## config.mk

```make
export PLATFORM = sky130hd
export DESIGN_NAME = line_pixel_stepper_top
export DESIGN_NICKNAME = d
export VERILOG_FILES = /design/src/design/lps_pkg.sv /design/src/design/line_pixel_stepper_top.sv /design/src/design/lps_stepper.sv
export SDC_FILE = /design/constraint.sdc
export NUM_CORES = 1
export LEC_CHECK = 0
export BUFFER_PORTS_ARGS = -buffer_cell sky130_fd_sc_hd__buf_2
export CAP_MARGIN = 5
export CORE_MARGIN = 2
export CORE_UTILIZATION = 55
export CTS_CLUSTER_DIAMETER = 100
export DETAILED_ROUTE_END_ITERATION = 10
export HOLD_SLACK_MARGIN = 0.05
export PLACE_DENSITY = 0.74
export SKIP_CTS_REPAIR_TIMING = 1
export SYNTH_ARGS = -nofsm -noshare
export SYNTH_HDL_FRONTEND = slang
export SYNTH_SLANG_ARGS = --single-unit
```

## constraint.sdc

```tcl
create_clock -name clk_i -period 17.95 [get_ports clk_i]
set_input_delay 1.795 -clock clk_i [delete_from_list [all_inputs] [get_ports clk_i]]
set_output_delay 1.795 -clock clk_i [all_outputs]
set_load 0.05 [all_outputs]
```

## src/design/lps_pkg.sv

```systemverilog
// Shared types and constants for the line pixel stepper.
// No dependencies; every other design file imports this package.
package lps_pkg;

  // Fixed field widths
  localparam int COORD_BITS_DEF  = 12;
  localparam int CFG_WIDTH_BITS  = 12;
  localparam int CFG_PIXELS_BITS = 23;
  localparam int CFG_INDEX_BITS  = 1;
  localparam int ADDR_BITS       = 22;
  localparam int COLOR_BITS      = 24;

  // Register reset values
  localparam logic [CFG_WIDTH_BITS-1:0]  CANVAS_WIDTH_RST  = CFG_WIDTH_BITS'(320);
  localparam logic [CFG_PIXELS_BITS-1:0] CANVAS_PIXELS_RST = CFG_PIXELS_BITS'(76800);

  // Input beat kind carried in tuser
  typedef enum logic [0:0] {
    OP_LOAD = 1'b0,
    OP_TICK = 1'b1
  } op_e;

  // Configuration register index
  typedef enum logic [CFG_INDEX_BITS-1:0] {
    CFG_CANVAS_WIDTH  = 1'b0,
    CFG_CANVAS_PIXELS = 1'b1
  } cfg_reg_e;

  // Status of the stepper toward the pixel pipeline
  typedef struct packed {
    logic active;  // a line is being drawn
    logic last;    // current pixel is the end point
  } step_ctl_t;

endpackage

```

## src/design/line_pixel_stepper_top.sv

```systemverilog
// Top level of the line pixel stepper: stream ports, config registers and
// the two-stage address pipeline. Depends on lps_pkg and lps_stepper.
//
//  channel  direction  beat content
//  s_axis   in         tuser op; tdata start_x, start_y, end_x, end_y, color
//  m_axis   out        tuser write_enable; tlast last_pixel; tdata x, y, addr, color
//  cfg      in         cfg_index_i register, cfg_data_i value
//
// One beat per cycle in both directions unless the output stalls. A tick beat's
// pixel passes through both stages in turn: one holds coordinates and the row
// product y*width, the next adds x, range checks and holds the result. Loads and
// ticks while idle give no output. Reset idles the stepper and sets width 320,
// pixels 76800. A stalled output freezes the whole pipe and drops s_axis_tready.
module line_pixel_stepper_top
  import lps_pkg::*;
#(
  parameter int COORD_BITS = COORD_BITS_DEF
) (
  input  logic clk_i,
  input  logic rst_ni,
  // input stream
  input  logic s_axis_tvalid,
  output logic s_axis_tready,
  // [0] op
  input  logic [0:0] s_axis_tuser,
  // start_x, start_y, end_x, end_y, line_color, zero fill
  input  logic [((4*COORD_BITS+COLOR_BITS+7)/8)*8-1:0] s_axis_tdata,
  // output stream
  output logic m_axis_tvalid,
  input  logic m_axis_tready,
  // [0] write_enable
  output logic [0:0] m_axis_tuser,
  output logic m_axis_tlast,
  // pixel_x, pixel_y, pixel_address, pixel_color, zero fill
  output logic [((2*COORD_BITS+ADDR_BITS+COLOR_BITS+7)/8)*8-1:0] m_axis_tdata,
  // configuration writes
  input  logic                       cfg_valid_i,
  output logic                       cfg_ready_o,
  input  logic [CFG_INDEX_BITS-1:0]  cfg_index_i,
  input  logic [CFG_PIXELS_BITS-1:0] cfg_data_i
);

  localparam int OUT_W  = ((2*COORD_BITS+ADDR_BITS+COLOR_BITS+7)/8)*8;
  localparam int OUT_P  = 2*COORD_BITS+ADDR_BITS+COLOR_BITS;
  localparam int PROD_W = COORD_BITS + CFG_WIDTH_BITS;
  localparam int SUM_W  = PROD_W + 1;
  localparam int CMP_W  = (SUM_W > CFG_PIXELS_BITS + 1) ? SUM_W : CFG_PIXELS_BITS + 1;
  localparam logic [CMP_W-1:0] ADDR_LIMIT = CMP_W'(64'd1 << ADDR_BITS);

  // Configuration registers
  logic [CFG_WIDTH_BITS-1:0]  canvas_width_q;
  logic [CFG_PIXELS_BITS-1:0] canvas_pixels_q;

  assign cfg_ready_o = 1'b1;

  always_ff @(posedge clk_i or negedge rst_ni) begin
    if (!rst_ni) begin
      canvas_width_q  <= CANVAS_WIDTH_RST;
      canvas_pixels_q <= CANVAS_PIXELS_RST;
    end else if (cfg_valid_i) begin
      case (cfg_reg_e'(cfg_index_i))
        CFG_CANVAS_WIDTH:  canvas_width_q  <= cfg_data_i[CFG_WIDTH_BITS-1:0];
        CFG_CANVAS_PIXELS: canvas_pixels_q <= cfg_data_i;
        default: ;
      endcase
    end
  end

  // Handshake: whole pipe advances when the output slot is free or taken
  logic adv, in_fire, load_fire, tick_fire;

  assign adv           = !m_axis_tvalid || m_axis_tready;
  assign s_axis_tready = adv;
  assign in_fire       = s_axis_tvalid && adv;
  assign load_fire     = in_fire && (op_e'(s_axis_tuser) == OP_LOAD);
  assign tick_fire     = in_fire && (op_e'(s_axis_tuser) == OP_TICK);

  // Stepper
  logic signed [COORD_BITS-1:0] pix_x, pix_y;
  logic [COLOR_BITS-1:0]        pix_color;
  step_ctl_t                    ctl;

  lps_stepper #(
    .COORD_BITS(COORD_BITS)
  ) u_stepper (
    .clk_i    (clk_i),
    .rst_ni   (rst_ni),
    .load_i   (load_fire),
    .tick_i   (tick_fire),
    .start_x_i(s_axis_tdata[COORD_BITS-1:0]),
    .start_y_i(s_axis_tdata[2*COORD_BITS-1:COORD_BITS]),
    .end_x_i  (s_axis_tdata[3*COORD_BITS-1:2*COORD_BITS]),
    .end_y_i  (s_axis_tdata[4*COORD_BITS-1:3*COORD_BITS]),
    .color_i  (s_axis_tdata[4*COORD_BITS+COLOR_BITS-1:4*COORD_BITS]),
    .pix_x_o  (pix_x),
    .pix_y_o  (pix_y),
    .color_o  (pix_color),
    .ctl_o    (ctl)
  );

  // Stage 1: coordinates and row product
  logic                         s1_valid_q, s1_valid_d;
  logic signed [COORD_BITS-1:0] s1_x_q, s1_y_q;
  logic [PROD_W-1:0]            s1_prod_q;
  logic [COLOR_BITS-1:0]        s1_color_q;
  logic                         s1_last_q;
  logic [PROD_W-1:0]            row_prod;

  assign s1_valid_d = tick_fire && ctl.active;
  assign row_prod   = PROD_W'($unsigned(pix_y)) * PROD_W'(canvas_width_q);

  always_ff @(posedge clk_i or negedge rst_ni) begin
    if (!rst_ni) begin
      s1_valid_q <= 1'b0;
    end else if (adv) begin
      s1_valid_q <= s1_valid_d;
    end
  end

  always_ff @(posedge clk_i) begin
    if (adv) begin
      s1_x_q     <= pix_x;
      s1_y_q     <= pix_y;
      s1_prod_q  <= row_prod;
      s1_color_q <= pix_color;
      s1_last_q  <= ctl.last;
    end
  end

  // Stage 2: add x, range check, output register
  logic [CMP_W-1:0]      idx;
  logic                  in_buf;
  logic                  out_valid_q;
  logic                  out_we_q, out_we_d;
  logic [ADDR_BITS-1:0]  out_addr_q, out_addr_d;
  logic signed [COORD_BITS-1:0] out_x_q, out_y_q;
  logic [COLOR_BITS-1:0] out_color_q;
  logic                  out_last_q;

  always_comb begin
    idx        = CMP_W'(SUM_W'(s1_prod_q) + SUM_W'($unsigned(s1_x_q)));
    in_buf     = (idx < CMP_W'(canvas_pixels_q)) && (idx < ADDR_LIMIT);
    out_we_d   = !s1_x_q[COORD_BITS-1] && !s1_y_q[COORD_BITS-1] && in_buf;
    out_addr_d = out_we_d ? idx[ADDR_BITS-1:0] : '0;
  end

  always_ff @(posedge clk_i or negedge rst_ni) begin
    if (!rst_ni) begin
      out_valid_q <= 1'b0;
    end else if (adv) begin
      out_valid_q <= s1_valid_q;
    end
  end

  always_ff @(posedge clk_i) begin
    if (adv) begin
      out_we_q    <= out_we_d;
      out_addr_q  <= out_addr_d;
      out_x_q     <= s1_x_q;
      out_y_q     <= s1_y_q;
      out_color_q <= s1_color_q;
      out_last_q  <= s1_last_q;
    end
  end

  assign m_axis_tvalid = out_valid_q;
  assign m_axis_tuser  = out_we_q;
  assign m_axis_tlast  = out_last_q;
  assign m_axis_tdata  = OUT_W'({out_color_q, out_addr_q, out_y_q, out_x_q});

`ifndef SYNTHESIS
  a_we_nonneg: assert property (@(posedge clk_i) disable iff (!rst_ni)
    (m_axis_tvalid && out_we_q) |-> (!out_x_q[COORD_BITS-1] && !out_y_q[COORD_BITS-1]))
    else $error("write enabled for a negative coordinate");

  a_skip_zero_addr: assert property (@(posedge clk_i) disable iff (!rst_ni)
    (m_axis_tvalid && !out_we_q) |-> (out_addr_q == '0))
    else $error("skipped pixel carries a nonzero address");

  a_s1_hold: assert property (@(posedge clk_i) disable iff (!rst_ni)
    (s1_valid_q && !adv) |=> (s1_valid_q && $stable(s1_prod_q)))
    else $error("stage 1 lost its pixel during a stall");

  a_pad_zero: assert property (@(posedge clk_i) disable iff (!rst_ni)
    m_axis_tvalid |-> (m_axis_tdata >> OUT_P) == '0)
    else $error("output fill bits not zero");
`endif

endmodule

```

## src/design/lps_stepper.sv

```systemverilog
// Bresenham state: line setup on load and one error-term step per tick
// while active; a tick at the end point ends the line. Depends on lps_pkg.
module lps_stepper
  import lps_pkg::*;
#(
  parameter int COORD_BITS = COORD_BITS_DEF
) (
  input  logic                         clk_i,
  input  logic                         rst_ni,
  input  logic                         load_i,
  input  logic                         tick_i,
  input  logic signed [COORD_BITS-1:0] start_x_i,
  input  logic signed [COORD_BITS-1:0] start_y_i,
  input  logic signed [COORD_BITS-1:0] end_x_i,
  input  logic signed [COORD_BITS-1:0] end_y_i,
  input  logic [COLOR_BITS-1:0]        color_i,
  output logic signed [COORD_BITS-1:0] pix_x_o,
  output logic signed [COORD_BITS-1:0] pix_y_o,
  output logic [COLOR_BITS-1:0]        color_o,
  output step_ctl_t                    ctl_o
);

  localparam int DW = COORD_BITS + 1;  // coordinate difference
  localparam int TW = COORD_BITS + 2;  // twice a delta
  localparam int EW = COORD_BITS + 3;  // decision term

  logic                         active_q, active_d;
  logic                         steep_q, steep_d;
  logic signed [COORD_BITS-1:0] major_pos_q, major_pos_d;
  logic signed [COORD_BITS-1:0] minor_pos_q, minor_pos_d;
  logic signed [COORD_BITS-1:0] major_end_q, major_end_d;
  logic                         step_neg_q, step_neg_d;
  logic signed [EW-1:0]         decision_q, decision_d;
  logic [TW-1:0]                twice_maj_q, twice_maj_d;
  logic [TW-1:0]                twice_min_q, twice_min_d;
  logic [COLOR_BITS-1:0]        color_q, color_d;

  // Line setup
  logic signed [DW-1:0] dx, dy, d_maj, d_min;
  logic [DW-1:0]        adx, ady, abs_maj, abs_min;
  logic signed [COORD_BITS-1:0] a0, a1, b0, b1;
  logic                 steep_ld, swap;
  logic                 last;
  logic                 dec_pos;
  logic signed [EW-1:0] dec_step;

  always_comb begin
    dx       = DW'(end_x_i) - DW'(start_x_i);
    dy       = DW'(end_y_i) - DW'(start_y_i);
    adx      = dx[DW-1] ? DW'(-dx) : DW'(dx);
    ady      = dy[DW-1] ? DW'(-dy) : DW'(dy);
    steep_ld = !(ady < adx);
    d_maj    = steep_ld ? dy : dx;
    d_min    = steep_ld ? dx : dy;
    abs_maj  = steep_ld ? ady : adx;
    abs_min  = steep_ld ? adx : ady;
    a0       = steep_ld ? start_y_i : start_x_i;
    a1       = steep_ld ? end_y_i : end_x_i;
    b0       = steep_ld ? start_x_i : start_y_i;
    b1       = steep_ld ? end_x_i : end_y_i;
    // endpoints are swapped when the major delta is negative
    swap     = d_maj[DW-1];
  end

  // Pixel at the current position
  assign last    = major_pos_q >= major_end_q;
  assign pix_x_o = steep_q ? minor_pos_q : major_pos_q;
  assign pix_y_o = steep_q ? major_pos_q : minor_pos_q;
  assign color_o = color_q;
  assign ctl_o   = '{active: active_q, last: last};

  // Next state: load, or one step per tick while active; a tick at the last pixel ends the line
  always_comb begin
    active_d    = active_q;
    steep_d     = steep_q;
    major_pos_d = major_pos_q;
    minor_pos_d = minor_pos_q;
    major_end_d = major_end_q;
    step_neg_d  = step_neg_q;
    decision_d  = decision_q;
    twice_maj_d = twice_maj_q;
    twice_min_d = twice_min_q;
    color_d     = color_q;
    dec_pos     = decision_q > 0;
    dec_step    = dec_pos ? $signed(EW'(twice_maj_q)) : '0;
    if (load_i) begin
      active_d    = 1'b1;
      steep_d     = steep_ld;
      major_pos_d = swap ? a1 : a0;
      minor_pos_d = swap ? b1 : b0;
      major_end_d = swap ? a0 : a1;
      step_neg_d  = swap ? (!d_min[DW-1] && (d_min != '0)) : d_min[DW-1];
      twice_maj_d = {abs_maj, 1'b0};
      twice_min_d = {abs_min, 1'b0};
      decision_d  = $signed(EW'({abs_min, 1'b0})) - $signed(EW'(abs_maj));
      color_d     = color_i;
    end else if (tick_i && active_q) begin
      if (last) begin
        active_d = 1'b0;
      end else begin
        if (dec_pos) begin
          minor_pos_d = step_neg_q ? minor_pos_q - 1'b1 : minor_pos_q + 1'b1;
        end
        decision_d  = decision_q + $signed(EW'(twice_min_q)) - dec_step;
        major_pos_d = major_pos_q + 1'b1;
      end
    end
  end

  always_ff @(posedge clk_i or negedge rst_ni) begin
    if (!rst_ni) begin
      active_q <= 1'b0;
    end else begin
      active_q <= active_d;
    end
  end

  // Line payload, meaningful only while active
  always_ff @(posedge clk_i) begin
    steep_q     <= steep_d;
    major_pos_q <= major_pos_d;
    minor_pos_q <= minor_pos_d;
    major_end_q <= major_end_d;
    step_neg_q  <= step_neg_d;
    decision_q  <= decision_d;
    twice_maj_q <= twice_maj_d;
    twice_min_q <= twice_min_d;
    color_q     <= color_d;
  end

`ifndef SYNTHESIS
  a_load_starts: assert property (@(posedge clk_i) disable iff (!rst_ni)
    load_i |=> active_q)
    else $error("load did not start a line");

  a_last_ends: assert property (@(posedge clk_i) disable iff (!rst_ni)
    (tick_i && !load_i && active_q && last) |=> !active_q)
    else $error("line kept running after its last pixel");

  a_pos_in_range: assert property (@(posedge clk_i) disable iff (!rst_ni)
    active_q |-> (major_pos_q <= major_end_q))
    else $error("major position passed the end point");
`endif

endmodule
```

* Word level (Yosys, flattened, before mapping)
Cells that the tools add are included.
Storage, ports and cells: memory bits (read-only) 0, flip-flop bits (word level) 286, output and inout bits 77, input bits 102, logic and storage cells 99, latch bits 0, memories 0, bits in writable memories 0
Operators by class: $lt $le $gt $ge 5, equal/unequal tests 1, $mul 1, add/subtract/negate cells 11, mux-type cells 31, shifts and indexed selects 0, div/mod/pow operators 0, bitwise logic cells 2, reductions and logical operators 23
Operators with widths (count):
- 12-bit 2-to-1 mux | 17
- 13-bit 2-to-1 mux | 6
- 15-bit 2-to-1 mux | 3
- 13-bit negation | 2
- 12-bit by 12-bit subtractor with 13-bit output | 2
- 24-bit by 12-bit adder with 25-bit output | 1
- 25-bit by 23-bit less-than comparator with 1-bit output | 1
- 25-bit by 23-bit less-than comparator with 1-bit output (second input constant) | 1
- 12-bit by 1-bit adder with 12-bit output (second input constant) | 2
- 12-bit by 12-bit multiplier with 24-bit output | 1
- 15-bit adder | 1
- 15-bit by 1-bit greater-than comparator with 1-bit output (second input constant) | 1
- 14-bit by 13-bit subtractor with 15-bit output | 1
- 15-bit subtractor | 1
- 14-bit 2-to-1 mux | 1
- 13-bit less-than comparator | 1
- 13-bit nonzero test | 1
- 12-bit greater-or-equal comparator | 1
- 12-bit by 1-bit subtractor with 12-bit output (second input constant) | 1
- 1-bit logical AND | 8
- 2-bit AND reduction | 4
- 2-bit nonzero test | 3
- 1-bit logical NOT | 5
- 1-bit 2-to-1 mux | 4
- other kinds (4) | 5

* Longest topological paths before layout
Gate-level depths: netlist (run 1).
depth in word-level cells 8, gate-level depth with buffers 38, depth with buffers taken out 33

* Modules after synthesis
A second synthesis (run 1) with hierarchy kept.
Unflattened totals: cell total of the unflattened synthesis 2089, area total of the unflattened synthesis 21805.9 µm²
Modules (own cells, without submodules):
- line_pixel_stepper_top | seq. area each 5287.6 µm², cells each 1008, area an instance 12007.8 µm², instances 1
- lps_stepper | seq. area each 3118.0 µm², cells each 1081, area an instance 9798.1 µm², instances 1

* Worst setup path after synthesis (run 1)
No wires, ideal clock.
kind input to register, start input port m_axis_tready, end register u_stepper.minor_pos_q[10] (data pin), path buffers 3, setup time 0.361 ns, arrival time 9.421 ns, required time 17.589 ns, path slack 8.168 ns, stages on the path 8, path through nand2b_1 nand2_1 or2_2 clkbuf_1 inv_1 clkbuf_1 buf_1 o21ai_0
Between the ends: longest elaborated chain between the ends 4
Ends and longest elaborated chain:
- from (decl) | line line_pixel_stepper_top.sv:30 | input logic m_axis_tready,
- 1-bit logical OR | line line_pixel_stepper_top.sv:72 | assign adv = !m_axis_tvalid || m_axis_tready;
- 1-bit logical AND | line line_pixel_stepper_top.sv:74 | assign in_fire = s_axis_tvalid && adv;
- 1-bit logical AND | line line_pixel_stepper_top.sv:75 | assign load_fire = in_fire && (op_e'(s_axis_tuser) == OP_LOAD);
- net load_fire | line line_pixel_stepper_top.sv:70 | logic adv, in_fire, load_fire, tick_fire;
- 12-bit 2-to-1 mux | line lps_stepper.sv:86 | if (load_i) begin
- net u_stepper.minor_pos_d[10] | line lps_stepper.sv:30 | logic signed [COORD_BITS-1:0] minor_pos_q, minor_pos_d;
- to (signal assigned) | line lps_stepper.sv:122 | minor_pos_q <= minor_pos_d;
- to (decl) | line lps_stepper.sv:30
The timed path passes the listed nets, and every way through them passes these cells. A chain may end at the register's enable or synchronous reset.

* Worst setup path after layout (run 1)
start input port s_axis_tdata[24], end register u_stepper.decision_q[12] (data pin)
Between the ends: longest elaborated chain between the ends 7, elaborated cells between the ends (all ways) 8, those cells by class add/sub (3); order compare (1); mux (4)
Ends and longest elaborated chain:
- from (decl) | line line_pixel_stepper_top.sv:27 | input logic [((4*COORD_BITS+COLOR_BITS+7)/8)*8-1:0] s_axis_tdata,
- 12-bit by 12-bit subtractor with 13-bit output * | line lps_stepper.sv:48 | dx = DW'(end_x_i) - DW'(start_x_i);
- 13-bit negation | line lps_stepper.sv:50 | adx = dx[DW-1] ? DW'(-dx) : DW'(dx);
- 13-bit 2-to-1 mux * | line lps_stepper.sv:50
- 13-bit less-than comparator | line lps_stepper.sv:52 | steep_ld = !(ady < adx);
- 13-bit 2-to-1 mux, on equally long branches | line lps_stepper.sv:56, lps_stepper.sv:55
- 14-bit by 13-bit subtractor with 15-bit output * | line lps_stepper.sv:95 | decision_d = $signed(EW'({abs_min, 1'b0})) - $signed(EW'(abs_maj));
- 15-bit 2-to-1 mux * | line lps_stepper.sv:86
- net u_stepper.decision_d[12] | line lps_stepper.sv:33 | logic signed [EW-1:0] decision_q, decision_d;
- to (signal assigned) | line lps_stepper.sv:125 | decision_q <= decision_d;
- to (decl) | line lps_stepper.sv:33
Mark *: on every way through the listed nets, which the timed path passes. The rest lies on a longest branch.

==> out/summary.txt, run 1 <==
Status: complete, no violations
Antenna diode count: 0
Vias in the first global route: 15,500
First-pass GRT wire length: 78,900 um
Period Utilization, post-route: 0.481
Setup CP Type: primary input to register
Placed wire-length estimate: 36,900 um
Synth Area in Adders: 0.215
Post-synthesis sequential element count: 286
WP data arrival: 8.96 ns
Top cell type's share of synthesized area: 0.346
Final Hold Vio Count: 0
Ratio of cells with drive above 1 in the final layout: 0.151
Slew Viols, Final: 0
H-tree depth: 1
Family with the most delay on the worst path: compound AO/OA/AOI/OAI gates
Synth unique cells: 81
Worst path max stage delay: 0.48 ns
Initial core utilization: 0.556
Fin area: 23,900 um^2
DR DRC count: 0
RSZ-0062 raised after global routing: no
Fraction of registers with async set/reset: 0.133
Clock Latency Late Sink: 0.59 ns
Worst Hold Class: register to register
Critical Path RT: 18.27 ns
Slowest CP cell: buf_4
Sink Count: 286
Nets: 2,624
Syn Area/Cell: 10.3 um^2
Root Buffer: clkbuf_16
XOR/XNOR share of the synthesized area: 0.0468
Crit-path max FO: 42
Fmax: 116 MHz
DP Area: 22,800 um^2
Reg2Reg Capture Point: s1_prod_q[20]
Yosys top cell by area: edfxtp_1
Largest net degree at the start of global routing: 82
Slew headroom: 0.208
DIE AREA: 40,700 um^2
Routed WL: 48,000 um
CP dominant cell by count: a21oi_1
Type of origin of the critical path: primary input
RD Place Congestion: 0.926
Antenna violations before repair: 0
Most used DFF post-synth: edfxtp_1
Post-Synth Simple-Gate Area: 0.117
Buf/Inv on CP: 5
Clock Skews: 0.0309 ns
Leading post-synthesis cells by cell area: edfxtp_1 (35%), fa_1 (11%), ha_1 (10%)
Fin crit period: 8.64 ns
Compound-Gate Fraction of Synth Area: 0.106
Hold Path Sink: out_y_q[2]
Largest family of logic cells by synthesized area: adder cells
Dpl cells: 2,716
Layout Cells excl Fill: 2,773
Area growth syn-to-layout: 10.9%
Site Rows: 72
Die H: 202 um
Post-synth design cell area: 21,500 um^2
Crit end category: register
Total grt overflow: 0
Post-Synthesis Cells: 2,081
GRT Total Usage: 0.240
Drt first-iter violations: 839
Final setup TNS: 0 ns
Core Util, Final: 0.617
Measured slew at the worst slew-check pin: 1.17 ns
Post-synthesis mux area share: 0.0552
Register area share after synthesis: 0.391
Ys Warns: 0
Clock Tree Buf Depth: 3
Number of buffers created by CTS: 31
Max-cap violations: 0
Post-DRT Antenna Nets: 0
CTS tree: done
Number of synthesized flops with an enable pin: 248
Via count: 15,200
First-pass iteration count of the detailed router: 5
Worst Hold Depth: 0
Top cells by count, synth: inv_1 (305), edfxtp_1 (248), nand2_1 (206), ha_1 (172), a21oi_1 (134)
Avg WL per Cell: 17.3 um
FF-to-FF path depth: 26
Min-Delay Startpoint: s1_y_q[2]
Setup slack, reg-to-reg: 10.23 ns
Avg Vias per Cell: 5.48
RR Startpoint: u_stepper.steep_q
Most frequent cell after synthesis: inv_1
Die width: 202 um
I/O Buffers: 175
Clk slew on worst S/H paths: 0.08 ns
# IOs: 179
Final setup fails: 0
CORE AREA: 38,600 um^2
[state kept, by name, indices dropped and copies added, names as in the netlist, 12 cells and up]
register / flops
u_stepper.color_o: 24
s1_prod_q: 24
u_stepper.twice_maj_q: 13
u_stepper.major_pos_q: 12
u_stepper.decision_q: 15
u_stepper.minor_pos_q: 12
s1_x_q: 12
u_stepper.twice_min_q: 13
s1_color_q: 24
canvas_width_q: 12
out_x_q: 12
out_y_q: 12
u_stepper.major_end_q: 12
out_color_q: 24
s1_y_q: 12
canvas_pixels_q: 23
out_addr_q: 22
[logic make-up after synthesis]
kind of cell | count (synthesis)
AOI/OAI and AO/OA | 359
other | 2
buffers and inverters | 377
adders and majority gates | 300
muxes | 109
and+or+nand+nor | 534
DFF | 286
xor gates and xnor gates | 114
[metrics by stage]
step	setup WS [ns]	hold WS [ns]
after floorplan	8.17	0.400
after global placement	9.07	0.401
after detailed placement	8.88	0.405
after CTS	9.46	0.414
after global routing	8.71	0.419
final	9.31	0.410
[cell type report]
cell class | instances | area, um^2
timing repair buffer | 187 | 966
fill | 3045 | 14800
sequential | 286 | 8410
inverter | 306 | 1150
clock buffer | 35 | 811
tap | 518 | 648
multi-input combinational | 1419 | 11700
clock inverter | 22 | 218
[how the worst max path moves through the flow]
stage / depth (start not counted) / start / slack [ns] / endpoint
after global placement: 31 / s_axis_tdata[0] / 9.07 / u_stepper.decision_q[12]
final: 32 / s_axis_tdata[24] / 9.31 / u_stepper.decision_q[12]
after floorplan: 8 / m_axis_tready / 8.17 / u_stepper.minor_pos_q[10]
after global routing: 33 / s_axis_tdata[24] / 8.71 / u_stepper.decision_q[12]
after CTS: 32 / s_axis_tdata[24] / 9.46 / u_stepper.decision_q[12]
after detailed placement: 32 / s_axis_tdata[24] / 8.88 / u_stepper.decision_q[12]
[placed cells by master (no fill, tap or decap), types with 8 or more instances in the layout]
cell type,netlist,final
dfrtp_1,32,32
o21bai_1,16,16
xnor2_1,67,67
nor2_1,125,125
o31ai_1,9,9
a21boi_0,12,12
nor2b_1,33,33
clkbuf_16,0,31
buf_4,4,12
or3_1,10,10
nor3_1,18,18
o211ai_1,10,10
ha_1,172,172
o21ai_0,73,73
nand2b_1,17,16
and2_1,61,61
a21oi_1,134,134
a21o_1,26,26
edfxtp_1,248,248
a211oi_1,13,13
mux2i_1,45,45
mux2_2,62,62
nand2_1,206,206
inv_1,305,304
buf_2,10,175
o21ai_1,9,8
fa_1,119,119
nand3_1,19,19
and3_1,11,11
xor2_1,46,46
[metal layers]
layer,share of wire,GRT usage
met2,0.46,0.391
met5,0,0
met1,0.46,0.338
met3,0.060,0.0335
met4,0.020,0.0654
Power of run 1 is not shown: default switching activity piles up to over one toggle a cycle in this logic, so the estimate is an artifact.
==> run 2: changes to the inputs <==
Clock period 17.95 ns to 8.7 ns, I/O delays scaled along.
==> out/summary.txt, run 2 (synthesis results as in run 1) <==
Min-Delay Startpoint: s1_y_q[2]
Crit end category: register
Worst Hold Class: register to register
Avg WL per Cell: 17.1 um
Avg Vias per Cell: 5.47
Placed wire-length estimate: 36,300 um
Die width: 202 um
Initial core utilization: 0.556
Crit-path max FO: 40
Antenna violations before repair: 0
Slew headroom: 0.190
CTS tree: done
Sink Count: 286
DR DRC count: 0
Total grt overflow: 0
First-pass iteration count of the detailed router: 5
H-tree depth: 2
Period Utilization, post-route: 0.903
Status: complete, no violations
Slew Viols, Final: 0
Final setup TNS: 0 ns
DIE AREA: 40,700 um^2
Largest net degree at the start of global routing: 84
Site Rows: 72
Final setup fails: 0
Measured slew at the worst slew-check pin: 1.20 ns
First-pass GRT wire length: 78,200 um
Antenna diode count: 0
Ratio of cells with drive above 1 in the final layout: 0.150
Type of origin of the critical path: primary input
WP data arrival: 8.12 ns
WHS: 0.400 ns
RD Place Congestion: 0.902
Metal2 WL: 21,700 um
Buf/Inv on CP: 3
Met3 WL: 2350 um
Via count: 15,200
Clock Skews: 0.0212 ns
Fmax: 127 MHz
Die H: 202 um
RSZ-0062 raised after global routing: no
Vias in the first global route: 15,200
Post-DRT Antenna Nets: 0
Nets: 2,628
GRT Total Usage: 0.239
Final Hold Vio Count: 0
Root Buffer: clkbuf_16
Most frequent cells in the layout: inv_1 (304), edfxtp_1 (248), nand2_1 (206), buf_2 (175), ha_1 (172)
# IOs: 179
Clock Tree Buf Depth: 3
Fin crit period: 7.85 ns
Setup CP Type: primary input to register
I/O Buffers: 175
Worst path max stage delay: 0.51 ns
Clk slew on worst S/H paths: 0.07 ns
Drt first-iter violations: 899
RR Startpoint: u_stepper.steep_q
Routed WL: 47,500 um
Max-cap violations: 0
CORE AREA: 38,600 um^2
Clock Latency Late Sink: 0.53 ns
Commonest non-fill, non-tap cell in the layout: inv_1
Met1 Wirelength: 22,700 um
Number of buffers created by CTS: 34
Setup crit start: s_axis_tdata[0]
Max Used Layer: met4
Critical Path RT: 8.97 ns
Area growth syn-to-layout: 11.1%
Family with the most delay on the worst path: compound AO/OA/AOI/OAI gates
Slowest CP cell: xor2_1
[run 2: area by class of cell]
| type | count | area [um^2] |
|---|---|---|
| sequential | 286 | 8410 |
| timing repair buffer | 188 | 973 |
| tap | 518 | 648 |
| clock buffer | 47 | 952 |
| inverter | 306 | 1150 |
| fill | 3112 | 14700 |
| clock inverter | 14 | 115 |
| multi-input combinational | 1419 | 11700 |
[run 2: final timing paths]
kind | slack, ns | to | depth (start not counted)
max reg2reg | 1.13 | s1_prod_q[23] | 26
min reg2reg | 0.40 | out_y_q[2] | 0
min in group asynchronous | 0.50 | canvas_pixels_q[4] | 1
max in group asynchronous | 7.61 | canvas_pixels_q[14] | 1
min | 0.40 | out_y_q[2] | 0
max | 0.85 | u_stepper.decision_q[12] | 29
[run 2: per-stage QoR]
stage | util | worst slack [ns] | std cells | instance area, um^2
after floorplan | - | 0.812 | 2082 | 21500
after global placement | 0.591 | 0.730 | 2717 | 22800
after detailed placement | 0.591 | 0.395 | 2717 | 22800
after CTS | 0.618 | 0.942 | 2778 | 23900
after global routing | 0.618 | 0.271 | 2778 | 23900
final | 0.618 | 0.847 | 2778 | 23900
[run 2: per-layer routing]
metal / vias up / GRT usage
met5: - / 0
met4: 0 / 0.0502
met3: 61 / 0.0253
met2: 391 / 0.389
met1: 7393 / 0.348
li1: 7349 / -
Power of run 2 is left out for the same reason.
==> run 3: changes to the inputs <==
Settings changed: RECOVER_POWER from default to 50.
==> out/summary.txt, run 3 (synthesis results as in run 1) <==
Status: finished, violations left
Failing checks: capacitance limit, slew limit
Area growth syn-to-layout: 10.8%
Gr busiest metal: met2
Register area: 8410 um^2
Post-DRT Antenna Nets: 0
Placed wire-length estimate: 36,300 um
Total grt overflow: 0
Slowest CP cell: xor2_1
Final setup TNS: 0 ns
RD Place Congestion: 0.902
Number of buffers created by CTS: 34
GRT met1 Usage: 0.348
Drt first-iter violations: 898
Root Buffer: clkbuf_16
RSZ-0062 raised after global routing: no
Largest net degree at the start of global routing: 84
Crit-path max FO: 40
Final setup fails: 0
Commonest non-fill, non-tap cell in the layout: inv_1
Avg WL per Cell: 17.1 um
Most frequent cells in the layout: inv_1 (304), edfxtp_1 (248), nand2_1 (206), ha_1 (172), a21oi_1 (134)
DIE AREA: 40,700 um^2
Fin crit period: 7.84 ns
Max-cap violations: 2
Clock Tree Buf Depth: 3
Multi-input gate area: 11,600 um^2
Clk slew on worst S/H paths: 0.07 ns
Type of origin of the critical path: primary input
Crit end category: register
Routed WL: 47,400 um
Vias in the first global route: 15,200
Setup CP Type: primary input to register
Avg Vias per Cell: 5.45
GRT Total Usage: 0.239
Die H: 202 um
Final Hold Vio Count: 0
Site Rows: 72
CTS tree: done
Worst path max stage delay: 0.52 ns
First-pass iteration count of the detailed router: 5
First-pass GRT wire length: 78,200 um
Slew headroom: -1.68
Slew Viols, Final: 120
Filler Cell Count: 3,155
GR Util met2: 0.389
H-tree depth: 2
Clock Skews: 0.0224 ns
Antenna diode count: 0
Initial core utilization: 0.556
Antenna violations before repair: 0
Global-route met3 utilization: 0.0253
Via count: 15,100
# IOs: 179
Sink Count: 286
Ratio of cells with drive above 1 in the final layout: 0.119
WP data arrival: 8.11 ns
Die width: 202 um
Measured slew at the worst slew-check pin: 4.01 ns
Period Utilization, post-route: 0.901
CORE AREA: 38,600 um^2
Clock Latency Late Sink: 0.53 ns
DR DRC count: 0
Critical Path RT: 8.97 ns
Worst Hold Class: register to register
Nets: 2,628
Fmax: 128 MHz
I/O Buffers: 175
run 3: changes by cell type in the layout (fill, tap and decap cells not counted):
cell | previous run | this run
buf_2 | 175 | 119
nand2b_1 | 16 | 17
mux2_1 | 0 | 11
nand2b_4 | 1 | 0
clkbuf_1 | 10 | 67
mux2_2 | 62 | 51
buf_4 | 13 | 12
run 3: path summary, 6_finish.rpt:
kind                                   start                        to  slack, ns  cells past startpoint
max                          s_axis_tdata[0]  u_stepper.decision_q[12]       0.86                     29
max reg2reg                u_stepper.steep_q             s1_prod_q[22]       1.02                     26
max in group asynchronous             rst_ni       canvas_pixels_q[14]       6.38                      1
min                                s1_y_q[2]                out_y_q[2]       0.40                      0
min in group asynchronous             rst_ni        u_stepper.active_q       1.02                      1
min reg2reg                        s1_y_q[2]                out_y_q[2]       0.40                      0
run 3: through the flow:
step           hold slack (ns)  instances  setup WS, ns  area [um^2]   util
2_1_floorplan            0.400       2082         0.812        21500      -
3_3_place_gp             0.401       2717         0.730        22800  0.591
3_5_place_dp             0.405       2717         0.395        22800  0.591
4_1_cts                  0.397       2778         0.942        23900  0.618
5_1_grt                  0.417       2778         0.271        23800  0.616
6_report                 0.400       2778         0.859        23800  0.616
run 3: per-layer routing:
| layer | part of all wire | vias up |
|---|---|---|
| li1 | - | 7357 |
| met1 | 0.48 | 7347 |
| met3 | 0.052 | 55 |
| met2 | 0.46 | 380 |
| met5 | 0 | - |
| met4 | 0.015 | 0 |
run 3: area by class of cell:
class,instances,share of cell area
inverter,306,0.0484
clock buffer,47,0.0400
timing repair buffer,188,0.0378
tap,518,0.0272
multi-input combinational,1419,0.489
clock inverter,14,0.00483
sequential,286,0.353
run 3: worst max-delay path: cells and delay by family:
kind | cells | cell delay, ns
XOR/XNOR | 1 | 0.52
AND/OR/NAND/NOR | 5 | 0.79
multiplexers | 1 | 0.13
adder cells (fa/ha/maj) | 6 | 2.04
AO/OA/AOI/OAI | 13 | 2.99
buffers and inverters | 3 | 0.79
Power of run 3 is left out for the same reason.
